**src/rtl/core/bts_pkg.sv**
```systemverilog
package bts_pkg;

	// Configuration port
	localparam int CFG_W     = 11;
	localparam int CFG_IDX_W = 1;

	localparam logic [CFG_IDX_W-1:0] CFG_IDX_WIDTH  = 1'b0;
	localparam logic [CFG_IDX_W-1:0] CFG_IDX_HEIGHT = 1'b1;

	// Request opcodes
	localparam logic OP_WRITE  = 1'b0;
	localparam logic OP_SAMPLE = 1'b1;

	// Parameter defaults
	localparam int DEF_MAX_TEXELS      = 65536;
	localparam int DEF_COORD_FRAC_BITS = 16;

	// Fixed widths
	localparam int TEXEL_W    = 24;
	localparam int CHAN_W     = 8;
	localparam int NUM_CHAN   = 3;
	localparam int OUT_W      = 16;
	localparam int ADDR_IN_W  = 16;
	localparam int COORD_W    = 24;
	localparam int NUM_TAPS   = 4;
	// y*w+x with both sizes held in CFG_W bits stays below 2^22
	localparam int RAW_ADDR_W = 22;
	// wide enough to hold the largest texel count
	localparam int TEX_LIM_W  = 21;
	localparam int NUM_STAGES = 8;

	// Fallback colour (0.1, 0.1, 0.2) in output units
	localparam logic [OUT_W-1:0] FALLBACK_RG = 16'd6528;
	localparam logic [OUT_W-1:0] FALLBACK_B  = 16'd13056;

	typedef struct packed {
		logic                        opcode;
		logic [ADDR_IN_W-1:0]        texel_address;
		logic [CHAN_W-1:0]           write_red;
		logic [CHAN_W-1:0]           write_green;
		logic [CHAN_W-1:0]           write_blue;
		logic signed [COORD_W-1:0]   coord_u;
		logic signed [COORD_W-1:0]   coord_v;
	} req_t;

	typedef struct packed {
		logic [OUT_W-1:0] out_red;
		logic [OUT_W-1:0] out_green;
		logic [OUT_W-1:0] out_blue;
		logic             used_fallback;
	} rsp_t;

	// Per-stage load strobes, MSB is the last stage
	typedef struct packed {
		logic s8;
		logic s7;
		logic s6;
		logic s5;
		logic s4;
		logic s3;
		logic s2;
		logic s1;
	} stage_en_t;

endpackage

```
**src/rtl/core/bts_coord.sv**
```systemverilog
module bts_coord
	import bts_pkg::*;
#(
	parameter int COORD_FRAC_BITS = DEF_COORD_FRAC_BITS
) (
	input  logic                       clk,
	input  stage_en_t                  en,
	input  req_t                       req,
	input  logic [CFG_W-1:0]           tex_w,
	input  logic [CFG_W-1:0]           tex_h,
	output logic                       op_s2,
	output logic [ADDR_IN_W-1:0]       waddr_s2,
	output logic [TEXEL_W-1:0]         wdata_s2,
	output logic                       fb_s2,
	output logic [COORD_FRAC_BITS-1:0] a_s2,
	output logic [COORD_FRAC_BITS-1:0] b_s2,
	output logic [RAW_ADDR_W-1:0]      raw_s2 [NUM_TAPS]
);

	localparam int F    = COORD_FRAC_BITS;
	localparam int PX_W = F + CFG_W;
	localparam int PY_W = F + 1 + CFG_W;
	localparam int VX_W = COORD_W + 2;
	localparam logic [F:0] ONE = (F+1)'(1) << F;

	logic [F-1:0]         fu;
	logic [F:0]           fv;
	logic [VX_W-1:0]      sv_ext;
	logic [CFG_W-1:0]     wm1, hm1;
	logic [PX_W-1:0]      px_c;
	logic [PY_W-1:0]      py_c;

	logic                 op_s1, fb_s1;
	logic [ADDR_IN_W-1:0] waddr_s1;
	logic [TEXEL_W-1:0]   wdata_s1;
	logic [PX_W-1:0]      px_s1;
	logic [PY_W-1:0]      py_s1;

	logic [CFG_W-1:0]     x0_raw, x0, x1, y0, y1;
	logic [CFG_W:0]       y0_raw, x0p, y0p;
	logic [RAW_ADDR_W-1:0] row0, row1;

	assign wm1 = tex_w - CFG_W'(1);
	assign hm1 = tex_h - CFG_W'(1);

	// wrap u to its fraction, clamp v to [0,1]
	always_comb begin
		fu     = req.coord_u[F-1:0];
		sv_ext = {{2{req.coord_v[COORD_W-1]}}, req.coord_v};
		if (sv_ext[VX_W-1]) begin
			fv = '0;
		end else if (sv_ext[VX_W-2:0] > (VX_W-1)'(ONE)) begin
			fv = ONE;
		end else begin
			fv = sv_ext[F:0];
		end
		px_c = PX_W'(fu) * PX_W'(wm1);
		py_c = PY_W'(fv) * PY_W'(hm1);
	end

	always_ff @(posedge clk) begin
		if (en.s1) begin
			op_s1    <= req.opcode;
			waddr_s1 <= req.texel_address;
			wdata_s1 <= {req.write_red, req.write_green, req.write_blue};
			fb_s1    <= (tex_w == '0) || (tex_h == '0);
			px_s1    <= px_c;
			py_s1    <= py_c;
		end
	end

	// integer parts, edge clamps and row-major addresses
	always_comb begin
		x0_raw = px_s1[PX_W-1:F];
		y0_raw = py_s1[PY_W-1:F];
		x0     = (x0_raw > wm1) ? wm1 : x0_raw;
		y0     = (y0_raw > {1'b0, hm1}) ? hm1 : y0_raw[CFG_W-1:0];
		x0p    = {1'b0, x0} + (CFG_W+1)'(1);
		y0p    = {1'b0, y0} + (CFG_W+1)'(1);
		x1     = (x0p > {1'b0, wm1}) ? wm1 : x0p[CFG_W-1:0];
		y1     = (y0p > {1'b0, hm1}) ? hm1 : y0p[CFG_W-1:0];
		row0   = RAW_ADDR_W'(y0) * RAW_ADDR_W'(tex_w);
		row1   = RAW_ADDR_W'(y1) * RAW_ADDR_W'(tex_w);
	end

	always_ff @(posedge clk) begin
		if (en.s2) begin
			op_s2     <= op_s1;
			waddr_s2  <= waddr_s1;
			wdata_s2  <= wdata_s1;
			fb_s2     <= fb_s1;
			a_s2      <= px_s1[F-1:0];
			b_s2      <= py_s1[F-1:0];
			raw_s2[0] <= row0 + RAW_ADDR_W'(x0);
			raw_s2[1] <= row0 + RAW_ADDR_W'(x1);
			raw_s2[2] <= row1 + RAW_ADDR_W'(x0);
			raw_s2[3] <= row1 + RAW_ADDR_W'(x1);
		end
	end

endmodule

```
**config.mk**
```make
export PLATFORM = sky130hd
export DESIGN_NAME = bts_coord
export DESIGN_NICKNAME = d
export VERILOG_FILES = /design/src/rtl/core/bts_pkg.sv /design/src/rtl/core/bts_coord.sv
export SDC_FILE = /design/constraint.sdc
export NUM_CORES = 2
export LEC_CHECK = 0
export ABC_AREA = 1
export BUFFER_PORTS_ARGS = -buffer_cell sky130_fd_sc_hd__buf_2
export CAP_MARGIN = 25
export CORE_ASPECT_RATIO = 1.2
export CORE_UTILIZATION = 34
export DETAILED_ROUTE_END_ITERATION = 10
export REMOVE_ABC_BUFFERS = 1
export SYNTH_ARGS = -nofsm -noshare
export SYNTH_HDL_FRONTEND = slang
export SYNTH_SLANG_ARGS = --single-unit
```
**constraint.sdc**
```tcl
create_clock -name clk -period 25.5 [get_ports clk]
set_input_delay 1.275 -clock clk [delete_from_list [all_inputs] [get_ports clk]]
set_output_delay 1.275 -clock clk [all_outputs]
set_load 0.03 [all_outputs]
```
==> metrics.csv <==
stage;metric;value;unit
status;status;completed;
global_routing;GR Overflow Total;0;
detailed_routing;routed vias/inst;4.771;
placement;GP Congestion;0.9001;
critical_path;CP Class;input port to register;
finish;n_diodes;0;
die;Core Footprint;90690;um2
logic_synthesis;Gate Count Post-Synth;3326;
sta;period utilization;48.64;%
logic_synthesis;synth warn;0;
global_routing;overall routing resource usage;17.16;%
clocking;CTS clk-pin slew, worst paths;0.07;ns
finish;share of cells above drive strength 1;10.84;%
logic_synthesis;Synth Flop Type;edfxtp_1;
clocking;Num Clock Sinks;259;
die;Die H;333.5;um
critical_path;CP max stage delay;0.55;ns
sta;time the worst path needs with I/O delays and setup;12.40;ns
detailed_routing;Via Count;22750;
detailed_routing;total wire length;78.70;mm
finish;area grow syn2layout;11.76;%
finish;nets;4461;
sta;final hold vios;0;
global_routing;first-pass GRT wire length;126.0;mm
clocking;Worst-Skew Late Latency;0.60;ns
global_routing;largest net degree at the start of global routing;71;
logic_synthesis;Avg Cell Area, Syn;9.360;um2
critical_path;Critical Path RT;25.84;ns
die;Die Wd;278.2;um
die;row cnt;121;
sta;Clock Skew;0.01200;ns
detailed_routing;post-route ant nets;0;
min_path;Hold Startpoint;py_s1[7];
clocking;clk buf depth;3;
detailed_routing;drt first-iter violations;1355;
detailed_routing;Routed WL per cell;16.51;um
sta;Relative slew margins;31.37;%
min_path;Hold Crit Endpoint;b_s2[7];
clocking;CTS Hold Bufs;0;
critical_path;flop-to-flop setup slack;14.63;ns
finish;commonest non-fill, non-tap cell in the layout;inv_1;
finish;most frequent cells in the layout;668 x inv_1, 542 x nand2_1, 423 x fa_1;
sta;total negative slack;0;ns
logic_synthesis;Netlist cell types;46;
logic_synthesis;number of synthesized flops with an enable pin;259;
critical_path;Most common cell on crit path;inv_1;
sta;fmax;80.62;MHz
critical_path;crit path DAT;12.74;ns
clocking;cts repair resizes;0;
min_path;worst hold-check path type;register to register;
clocking;setup bufs post-CTS;0;
logic_synthesis;ys async rst share;0;%
clocking;Inserted Clock Buffers;29;
die;Initial Utilization;34.33;%
critical_path;worst r2r src;py_s1[23];
sta;unrepaired setup endpoints after global routing;no;
critical_path;Startpoint Class;input port;
logic_synthesis;Cell Area, Synth;31130;um2
sta;final hold slack;0.4120;ns
critical_path;worst reg2reg path depth;43;
clocking;Clk Tree Root Cell;clkbuf_16;
logic_synthesis;Seq cells post-synth;259;
detailed_routing;drt pass-1 iters;5;
die;die area;92780;um2
sta;Setup-failing EPs final;0;
clocking;TritonCTS clock tree;yes;
run;max-cap violations;0;
global_routing;initial antenna violation count;6;
placement;# port buffers;267;
detailed_routing;DRC viols;0;
min_path;hold path cells;0;
sta;Slew Viols, Final;0;
critical_path;R2R Path End;raw_s2[20];
sta;Slew @ Worst Pin;1.019;ns
critical_path;worst-path maximum fanout;18;
critical_path;CP Capture Type;register;
die;I/O pin total;282;
global_routing;vias in the first global route;23310;
critical_path;Worst path slowest cell;o21ai_1;
logic_synthesis;sequential share of the synthesized area;24.98;%
clocking;H-tree levels;1;
placement;detailed placement HPWL;64.05;mm
[worst max-delay path by stage]
stage	slack [ns]	end	startpoint	cells after the start
global route	12.25	raw_s2[42]	tex_h[0]	54
detailed placement	12.45	raw_s2[20]	tex_h[0]	49
global placement	12.57	raw_s2[42]	tex_h[0]	51
CTS	13.08	raw_s2[20]	tex_h[0]	49
floorplan	14.00	raw_s2[20]	tex_h[4]	55
finish	13.10	raw_s2[20]	tex_h[0]	49
[cells in the mapped netlist, types with 8 or more instances]
| library cell | count | share of area, % |
|---|---|---|
| inv_1 | 668 | 8.1 |
| nand4_1 | 12 | 0.24 |
| nand2_4 | 20 | 0.72 |
| xnor2_1 | 55 | 1.5 |
| nand2_1 | 542 | 6.5 |
| ha_1 | 342 | 14 |
| xor2_1 | 134 | 3.8 |
| nand3_2 | 13 | 0.42 |
| nor3_1 | 11 | 0.18 |
| nand3_1 | 111 | 1.8 |
| a31oi_1 | 8 | 0.16 |
| edfxtp_1 | 259 | 25 |
| fa_1 | 423 | 27 |
| o21ai_0 | 66 | 1.1 |
| nor2_1 | 372 | 4.5 |
| nor4_1 | 11 | 0.22 |
| o21bai_1 | 9 | 0.22 |
| clkbuf_1 | 55 | 0.66 |
| a21oi_1 | 135 | 2.2 |
[layout make-up]
| type | count | area, um2 |
|---|---|---|
| Sequential cell | 259 | 7777 |
| Multi-Input combinational cell | 2324 | 20530 |
| Clock inverter | 25 | 270.3 |
| Fill cell | 9029 | 55900 |
| Clock buffer | 29 | 725.7 |
| Inverter | 676 | 2540 |
| Timing Repair Buffer | 286 | 1488 |
| Tap cell | 1168 | 1461 |
[per-layer routing]
layer | share of wire [%] | track usage (%) | wire, um | vias to the layer above
met2 | 48 | 29.60 | 37920 | 691
met5 | 0.078 | 0 | 61 | -
met1 | 42 | 21.88 | 33420 | 11010
li1 | - | - | - | 10890
met4 | 2.9 | 5.055 | 2273 | 10
met3 | 6.4 | 2.907 | 5029 | 139
[cells by family after synthesis]
group	share of synthesized area, %
AOI/OAI and AO/OA	4.502
adders and majority gates	40.95
xor gates and xnor gates	5.318
buffers and inverters	9.076
DFF	24.98
and+or+nand+nor	15.17
[critical path: cells and delay by family]
family,cells,cell delay (ns)
adders and majority gates,8,3.48
and+or+nand+nor,18,3.17
buffers and inverters,11,1.85
AOI/OAI and AO/OA,8,1.78
xor gates and xnor gates,4,1.14
[sequential cells by signal (all words and copies together), names as in the netlist, 16 cells and up]
register / cells
raw_s2: 88
py_s1: 28
px_s1: 27
wdata_s1: 24
wdata_s2: 24
a_s2: 16
b_s2: 16
waddr_s1: 16
waddr_s2: 16
[metrics by stage]
stage / setup slack, ns / util (%) / cell area, um2 / instances
6_report: 13.10 / 38.36 / 34790 / 4767
2_1_floorplan: 14.00 / - / 30840 / 3259
4_1_cts: 13.08 / 38.36 / 34790 / 4767
3_5_place_dp: 12.45 / 37.26 / 33790 / 4713
3_3_place_gp: 12.57 / 37.26 / 33790 / 4713
5_1_grt: 12.25 / 38.36 / 34790 / 4767
Power is not shown: default switching activity piles up to over one toggle a cycle in this logic, so the estimate is an artifact.
