File: config.mk
export PLATFORM = sky130hd
export DESIGN_NAME = bts_addr_wrap
export DESIGN_NICKNAME = d
export VERILOG_FILES = /design/src/rtl/core/bts_pkg.sv /design/src/rtl/core/bts_addr_wrap.sv
export SDC_FILE = /design/constraint.sdc
export NUM_CORES = 1
export LEC_CHECK = 0
export BUFFER_PORTS_ARGS = -buffer_cell sky130_fd_sc_hd__buf_2
export CAP_MARGIN = 20
export CORE_AREA = 2 2 147 149
export CTS_BUF_LIST = sky130_fd_sc_hd__clkbuf_4
export DETAILED_ROUTE_END_ITERATION = 12
export DIE_AREA = 0 0 149 151
export GPL_TIMING_DRIVEN = 0
export PLACE_DENSITY_LB_ADDON = 0.05
export SYNTH_ARGS = -nofsm -noshare
export SYNTH_HDL_FRONTEND = slang
export SYNTH_SLANG_ARGS = --single-unit
export TNS_END_PERCENT = 50
File: constraint.sdc
create_clock -name clk -period 1.2 [get_ports clk]
set_clock_uncertainty 0.1 [all_clocks]
set_input_delay 0.24 -clock clk [delete_from_list [all_inputs] [get_ports clk]]
set_output_delay 0.24 -clock clk [all_outputs]
set_load 0.005 [all_outputs]
File: src/rtl/core/bts_pkg.sv
package bts_pkg;

	// Configuration port
	localparam int CFG_W     = 11;
	localparam int CFG_IDX_W = 1;

	localparam logic [CFG_IDX_W-1:0] CFG_IDX_WIDTH  = 1'b0;
	localparam logic [CFG_IDX_W-1:0] CFG_IDX_HEIGHT = 1'b1;

	// Request opcodes
	localparam logic OP_WRITE  = 1'b0;
	localparam logic OP_SAMPLE = 1'b1;

	// Parameter defaults
	localparam int DEF_MAX_TEXELS      = 65536;
	localparam int DEF_COORD_FRAC_BITS = 16;

	// Fixed widths
	localparam int TEXEL_W    = 24;
	localparam int CHAN_W     = 8;
	localparam int NUM_CHAN   = 3;
	localparam int OUT_W      = 16;
	localparam int ADDR_IN_W  = 16;
	localparam int COORD_W    = 24;
	localparam int NUM_TAPS   = 4;
	// y*w+x with both sizes held in CFG_W bits stays below 2^22
	localparam int RAW_ADDR_W = 22;
	// wide enough to hold the largest texel count
	localparam int TEX_LIM_W  = 21;
	localparam int NUM_STAGES = 8;

	// Fallback colour (0.1, 0.1, 0.2) in output units
	localparam logic [OUT_W-1:0] FALLBACK_RG = 16'd6528;
	localparam logic [OUT_W-1:0] FALLBACK_B  = 16'd13056;

	typedef struct packed {
		logic                        opcode;
		logic [ADDR_IN_W-1:0]        texel_address;
		logic [CHAN_W-1:0]           write_red;
		logic [CHAN_W-1:0]           write_green;
		logic [CHAN_W-1:0]           write_blue;
		logic signed [COORD_W-1:0]   coord_u;
		logic signed [COORD_W-1:0]   coord_v;
	} req_t;

	typedef struct packed {
		logic [OUT_W-1:0] out_red;
		logic [OUT_W-1:0] out_green;
		logic [OUT_W-1:0] out_blue;
		logic             used_fallback;
	} rsp_t;

	// Per-stage load strobes, MSB is the last stage
	typedef struct packed {
		logic s8;
		logic s7;
		logic s6;
		logic s5;
		logic s4;
		logic s3;
		logic s2;
		logic s1;
	} stage_en_t;

endpackage

File: src/rtl/core/bts_addr_wrap.sv
module bts_addr_wrap
	import bts_pkg::*;
#(
	parameter int MAX_TEXELS      = DEF_MAX_TEXELS,
	parameter int COORD_FRAC_BITS = DEF_COORD_FRAC_BITS,
	localparam int AW = $clog2(MAX_TEXELS)
) (
	input  logic                       clk,
	input  stage_en_t                  en,
	input  logic                       op_s2,
	input  logic [ADDR_IN_W-1:0]       waddr_s2,
	input  logic [TEXEL_W-1:0]         wdata_s2,
	input  logic                       fb_s2,
	input  logic [COORD_FRAC_BITS-1:0] a_s2,
	input  logic [COORD_FRAC_BITS-1:0] b_s2,
	input  logic [RAW_ADDR_W-1:0]      raw_s2 [NUM_TAPS],
	output logic                       op_s4,
	output logic [ADDR_IN_W-1:0]       waddr_s4,
	output logic [TEXEL_W-1:0]         wdata_s4,
	output logic                       fb_s4,
	output logic [COORD_FRAC_BITS-1:0] a_s4,
	output logic [COORD_FRAC_BITS-1:0] b_s4,
	output logic [AW-1:0]              idx_s4 [NUM_TAPS]
);

	localparam int PW = 2 * RAW_ADDR_W;
	// floor(2^RAW_ADDR_W / MAX_TEXELS): quotient estimate is exact or one low
	localparam logic [RAW_ADDR_W-1:0] RECIP =
		RAW_ADDR_W'((64'd1 << RAW_ADDR_W) / MAX_TEXELS);
	localparam logic [RAW_ADDR_W-1:0] MODULUS = RAW_ADDR_W'(MAX_TEXELS);

	logic                       op_s3, fb_s3;
	logic [ADDR_IN_W-1:0]       waddr_s3;
	logic [TEXEL_W-1:0]         wdata_s3;
	logic [COORD_FRAC_BITS-1:0] a_s3, b_s3;
	logic [RAW_ADDR_W-1:0]      raw_s3 [NUM_TAPS];
	logic [RAW_ADDR_W-1:0]      q_s3   [NUM_TAPS];
	logic [RAW_ADDR_W-1:0]      r_s4   [NUM_TAPS];
	logic [PW-1:0]              qprod  [NUM_TAPS];
	logic [PW-1:0]              qm     [NUM_TAPS];
	logic [RAW_ADDR_W-1:0]      r_fix  [NUM_TAPS];

	always_comb begin
		for (int i = 0; i < NUM_TAPS; i++) begin
			qprod[i] = PW'(raw_s2[i]) * PW'(RECIP);
		end
	end

	always_ff @(posedge clk) begin
		if (en.s3) begin
			op_s3    <= op_s2;
			waddr_s3 <= waddr_s2;
			wdata_s3 <= wdata_s2;
			fb_s3    <= fb_s2;
			a_s3     <= a_s2;
			b_s3     <= b_s2;
			for (int i = 0; i < NUM_TAPS; i++) begin
				raw_s3[i] <= raw_s2[i];
				q_s3[i]   <= qprod[i][PW-1:RAW_ADDR_W];
			end
		end
	end

	always_comb begin
		for (int i = 0; i < NUM_TAPS; i++) begin
			qm[i] = PW'(q_s3[i]) * PW'(MODULUS);
		end
	end

	// remainder lands in [0, 2*MAX_TEXELS)
	always_ff @(posedge clk) begin
		if (en.s4) begin
			op_s4    <= op_s3;
			waddr_s4 <= waddr_s3;
			wdata_s4 <= wdata_s3;
			fb_s4    <= fb_s3;
			a_s4     <= a_s3;
			b_s4     <= b_s3;
			for (int i = 0; i < NUM_TAPS; i++) begin
				r_s4[i] <= raw_s3[i] - qm[i][RAW_ADDR_W-1:0];
			end
		end
	end

	// final correction step feeds the texel store address
	always_comb begin
		for (int i = 0; i < NUM_TAPS; i++) begin
			r_fix[i]  = (r_s4[i] >= MODULUS) ? (r_s4[i] - MODULUS) : r_s4[i];
			idx_s4[i] = r_fix[i][AW-1:0];
		end
	end

endmodule

==> metrics.md, run 1 <==
| Metric | Value |
|---|---|
| GRT Overall Usage | 0.143 |
| Per-cell routed wire length | 15.4 microns |
| DRC Markers | 0 |
| Pin count of the biggest net entering global routing | 85 |
| Drt pass-1 iters | 4 |
| Critical path fanouts, max | 1 |
| Slew headroom | 0.588 |
| Area share of fa/ha/maj cells after synthesis | 0 |
| # IOs | 309 |
| Period utilisation layout | 1.23 |
| CP required | 0.86 ns |
| Die ar. | 22500 sq um |
| Routability cong. | 0.686 |
| Status | finished, violations left |
| Main synth FF type | edfxtp_1 |
| Synth top area share | 1.00 |
| Final hold vios | 0 |
| P per Cell Area | 1650 nW/um^2 |
| Commonest cells post-synth | edfxtp_1 (276) |
| RSZ-0062 raised after global routing | true |
| Initial Util | 0.398 |
| Count of unique library cells instantiated by Yosys | 1 |
| Max-cap violations | 0 |
| Die Ht | 151 microns |
| Cts bufs inserted | 72 |
| Final number of setup-violating endpoints | 138 |
| Maximum root-to-sink buffer count | 3 |
| Comb_multi_in | 0 |
| Async SR Flop Fraction | 0 |
| Largest stage delay, worst path | 0.38 ns |
| Clk slew on worst S/H paths | 0.06 ns |
| First-pass GRT wire length | 24300 microns |
| Area grow syn2layout | 48.8% |
| Post-CTS resize count | 0 |
| Syn avg cell area | 30.0 sq um |
| Iter 0 DRT Violations | 206 |
| Largest cells by area after synthesis | edfxtp_1 (100%) |
| CTS tree | yes |
| Register area share after synthesis | 1.00 |
| Post-synthesis register bit count | 276 |
| Clk root buf | clkbuf_4 |
| # H-tree levels | 3 |
| Synth warnings | 0 |
| Post-route ant nets | 0 |
| Final wirelength | 16700 microns |
| Mux cell area share after synthesis | 0 |
| Area share of and/or/nand/nor cells after synthesis | 0 |
| XOR/XNOR share of the synthesized area | 0 |
| Crit-path cells | buf_2 |
| Sink Count | 276 |
| Worst-margin pin slew | 0.617 ns |
| CORE AREA | 20800 sq um |
| Final worst slack | -0.276 ns |
| Top delay family on crit path | flip-flops |
| Number of global-route vias before repair | 4895 |
| Total Neg Setup Slack | -32.56 ns |
| Vias | 4580 |
| Layout cells sized above 1 | 0.480 |
| Violations in the final reports | setup timing |
| Clock period minus worst slack | 1.48 ns |
| Syn Nets | 447 |
| Syn Inst Count | 276 |
| Tightest Hold Check Type | in2reg |
| Critical path class | reg2out |
| Post-synthesis compound-gate area fraction | 0 |
| Vias per cell | 4.22 |
| Grt total ovfl | 0 |
| Cell with the most instances after synthesis | edfxtp_1 |
| Die width | 149 microns |
| Slowest-stage cell, CP | edfxtp_1 |
| Mapped Area | 8290 sq um |
| Antenna violations before repair | 1 |
| Postcts setup bufs | 0 |
| Area of the multi-input gates | 0 sq um |
| Final #Nets | 939 |
| Arr. time, crit path | 1.14 ns |
| Clk_lat worst skew | 0.61 ns |
| Overall power | 20.4 mW |
| CP endpoint kind | output pin |
| Post-CTS Hold Buffers | 138 |
| Row count | 53 |
| Final Max Slew Viols | 0 |
| PortBufs | 278 |
| # fillers | 1660 |
| Max Fclk | 0.678 GHz |
| LEAKAGE | 4.92 nW |
| Number of synthesized flops with an enable pin | 276 |
| Worst ir drop on vdd | 974 uV |
| Detailed Place HPWL | 9780 microns |
| Yosys top cell by area | edfxtp_1 |
| WP buf/inv | 1 |
| CP Launch Type | flop |
per-layer routing:
| metal | GRT usage | share of wire | vias up |
|---|---|---|---|
| met5 | 0 | 0 | - |
| met4 | 0.0633 | 0.014 | 0 |
| met3 | 0.0756 | 0.10 | 23 |
| met2 | 0.228 | 0.49 | 218 |
| met1 | 0.161 | 0.39 | 2180 |
| li1 | - | - | 2159 |
power breakdown:
group | switching, mW | internal (mW)
sequential | 0.159 | 11.4
combinational | 0.505 | 0.665
clock | 3.43 | 4.18
total | 4.10 | 16.3
registers in the layout (all words and copies together), names as in the netlist:
name      count
a_s3         16
a_s4         16
b_s3         16
b_s4         16
fb_s3         1
fb_s4         1
op_s3         1
op_s4         1
r_s4         64
raw_s3       64
waddr_s3     16
waddr_s4     16
wdata_s3     24
wdata_s4     24
path summary, 6_finish.rpt:
path                       from            to  slack [ns]  cells after the start
hold / removal            en[2]       a_s3[3]       0.008                      1
hold reg to reg    waddr_s3[10]  waddr_s4[10]        0.30                      0
setup reg to reg  raw_s3[1][15]   r_s4[1][15]        0.44                      0
setup / recovery   wdata_s4[11]  wdata_s4[11]       -0.28                      1
layout make-up:
class                 instances  area, sq um  area share
Sequential cell             276         8290       0.672
Timing Repair Buffer        418         2840       0.230
Clock buffer                105          788      0.0639
Tap cell                    275          344      0.0279
Clock inverter               11         68.8     0.00558
Antenna cell                  1         2.50    0.000203
what timing repair did:
item,4_1_cts,5_1_grt
setup endpoints to repair,138,138
cloned,0,0
endpoints found under the hold margin,227,89
kinds of logic (layout without fill, tap and decap cells):
kind of cell,after synthesis,count (layout)
flops,276,276
buf+inv,0,534
other cells,0,1
layout by cell type (no fill, tap or decap), drive strengths merged:
cell,n
diode,1
inv,2
clkinv,8
clkbuf,105
dlygate4sd3,138
buf,280
edfxtp,276
bufinv,1
stage by stage:
step	util	hold WS (ns)	setup slack [ns]	cell area [sq um]	cells
global route	0.592	-0.0408	-0.411	12300	1086
finish	0.592	0.00759	-0.276	12300	1086
CTS	0.592	-0.0597	-0.364	12300	1085
floorplan	-	0.239	0.505	8290	276
global placement	0.481	0.300	-1.96	10000	829
detailed placement	0.485	0.305	-0.468	10100	831
Power figures use the tool's default switching activity.
==> run 2, diff against run 1 <==
RECOVER_POWER = 50   (was unset)
REMOVE_ABC_BUFFERS = 1   (was unset)
==> metrics.md, run 2 (same netlist as run 1, synthesis figures left out) <==
| Metric | Value |
|---|---|
| Status | finished, violations left |
| Violations in the final reports | setup timing |
| Crit-path cells | buf_2 |
| Comb_multi_in | 0 (unchanged) |
| Tightest Hold Check Type | in2reg |
| CP required | 0.86 ns (about the same) |
| Vias per cell | 4.22 (+0.11%) |
| Die Ht | 151 microns (unchanged) |
| Area of the multi-input gates | 0 sq um (unchanged) |
| Final #Nets | 939 (unchanged) |
| Worst ir drop on vdd | 971 uV (-0.21%) |
| Final wirelength | 16700 microns (about the same) |
| Pin count of the biggest net entering global routing | 85 (unchanged) |
| R2r setup slk | 0.43 ns (about the same) |
| Final Non-Filler Cells | 1086 (unchanged) |
| GRT Overall Usage | 0.143 (unchanged) |
| Sink Count | 276 (unchanged) |
| Final hold vios | 0 (unchanged) |
| Clk root buf | clkbuf_4 |
| Final core occ | 0.592 (about the same) |
| Worst-margin pin slew | 0.920 ns (+0.303 ns) |
| First-pass GRT wire length | 24300 microns (unchanged) |
| Vias | 4585 (+0.11%) |
| Pint | 16.3 mW (about the same) |
| Row count | 53 (unchanged) |
| Commonest cells after routing, fill and taps aside | edfxtp_1 (276), buf_2 (275), dlygate4sd3_1 (138) |
| Final number of setup-violating endpoints | 270 (+96%) |
| Dpl cells | 831 (unchanged) |
| Slowest-stage cell, CP | edfxtp_1 |
| Flip-flop and latch area | 8290 sq um (unchanged) |
| Period utilisation layout | 1.23 (about the same) |
| Iter 0 DRT Violations | 202 (-1.9%) |
| Switching Power | 4.09 mW (about the same) |
| WP buf/inv | 1 (unchanged) |
| Commonest non-fill, non-tap cell in the layout | edfxtp_1 |
| DRC Markers | 0 (unchanged) |
| Area grow syn2layout | 48.7% (about the same) |
| P per Cell Area | 1650 nW/um^2 (about the same) |
| # IOs | 309 (unchanged) |
| Top Registers | r_s4 x64, raw_s3 x64 |
| Switching share of power | 0.201 (about the same) |
| Max Fclk | 0.678 GHz (about the same) |
| Placement Setup Slack | -0.468 ns (unchanged) |
| Cts bufs inserted | 72 (unchanged) |
| CP endpoint kind | output pin |
| # H-tree levels | 3 (unchanged) |
| Post-route ant nets | 0 (unchanged) |
| Drt pass-1 iters | 4 (unchanged) |
| Maximum root-to-sink buffer count | 3 (unchanged) |
| Post-CTS Hold Buffers | 138 (unchanged) |
| Critical path class | reg2out |
| Slew headroom | 0.386 (-0.202) |
| CTS tree | yes |
| Die width | 149 microns (unchanged) |
| Combinational share of power | 0.057 (about the same) |
| Final worst slack | -0.275 ns (+0.000675 ns) |
| CORE AREA | 20800 sq um (unchanged) |
| Clk_lat worst skew | 0.61 ns (about the same) |
| Critical path fanouts, max | 1 (unchanged) |
| Routability cong. | 0.686 (unchanged) |
| Largest stage delay, worst path | 0.38 ns (about the same) |
| LEAKAGE | 4.92 nW (-0.11%) |
| Arr. time, crit path | 1.14 ns (about the same) |
| Die ar. | 22500 sq um (unchanged) |
| Per-cell routed wire length | 15.4 microns (about the same) |
| Total Neg Setup Slack | -38.59 ns (-6.03 ns) |
| Clock period minus worst slack | 1.48 ns (-0.000675 ns) |
| Final Max Slew Viols | 0 (unchanged) |
| Clock power frac | 0.373 (about the same) |
| Layout cells sized above 1 | 0.479 (-0.00123) |
| Clk slew on worst S/H paths | 0.06 ns (about the same) |
| RSZ-0062 raised after global routing | true |
| Detailed Place HPWL | 9780 microns (unchanged) |
| Top delay family on crit path | flip-flops |
| Max-cap violations | 0 (unchanged) |
| Initial Util | 0.398 (unchanged) |
| Number of global-route vias before repair | 4895 (unchanged) |
| PortBufs | 278 (unchanged) |
| Overall power | 20.4 mW (about the same) |
| Seq pwr share | 0.569 (about the same) |
| CP Launch Type | flop |
| Postcts setup bufs | 0 (unchanged) |
| Antenna violations before repair | 1 (unchanged) |
| # fillers | 1661 (+0.060%) |
| Grt total ovfl | 0 (unchanged) |
[run 2: area by class of cell]
cell class | instances | area share
diodes | 1 | 0.000203
clock buffers | 105 | 0.0640
clock inverters | 11 | 0.00558
flip-flops and latches | 276 | 0.673
well taps | 275 | 0.0279
repair buffers | 418 | 0.230
[run 2: path summary, 6_finish.rpt]
kind / from / cells after the start / endpoint
setup reg to reg: raw_s3[1][15] / 0 / r_s4[1][15]
hold reg to reg: waddr_s3[10] / 0 / waddr_s4[10]
hold / removal: wdata_s2[23] / 2 / wdata_s3[23]
setup / recovery: wdata_s4[11] / 1 / wdata_s4[11]
[run 2: per-stage QoR]
step	hold slack, ns	area, sq um
detailed placement	0.305	10100
global route	0.136	12300
floorplan	0.239	8290
global placement	0.300	10000
finish	0.236	12300
CTS	-0.0597	12300
[run 2: timing repair]
item,4_1_cts,5_1_grt
gates resized for setup,0,0
endpoints found under the setup margin,138,138
endpoints found under the hold margin,227,89
[run 2: routing by layer]
layer  track usage  up-vias  wire, microns
li1              -     2158              -
met1         0.161     2186           6530
met2         0.228      218           8190
met3        0.0756       23           1740
met4        0.0633        0            228
met5             0        -              0
[run 2: power groups by stage]
stage	Combinational (mW)	Clock, mW	Sequential (mW)
finish	1.17	7.61	11.6
global route	1.27	8.44	11.7
CTS	1.19	7.95	11.6
detailed placement	0.827	0	11.8
global placement	0.791	0	11.8
floorplan	0	0	11.8
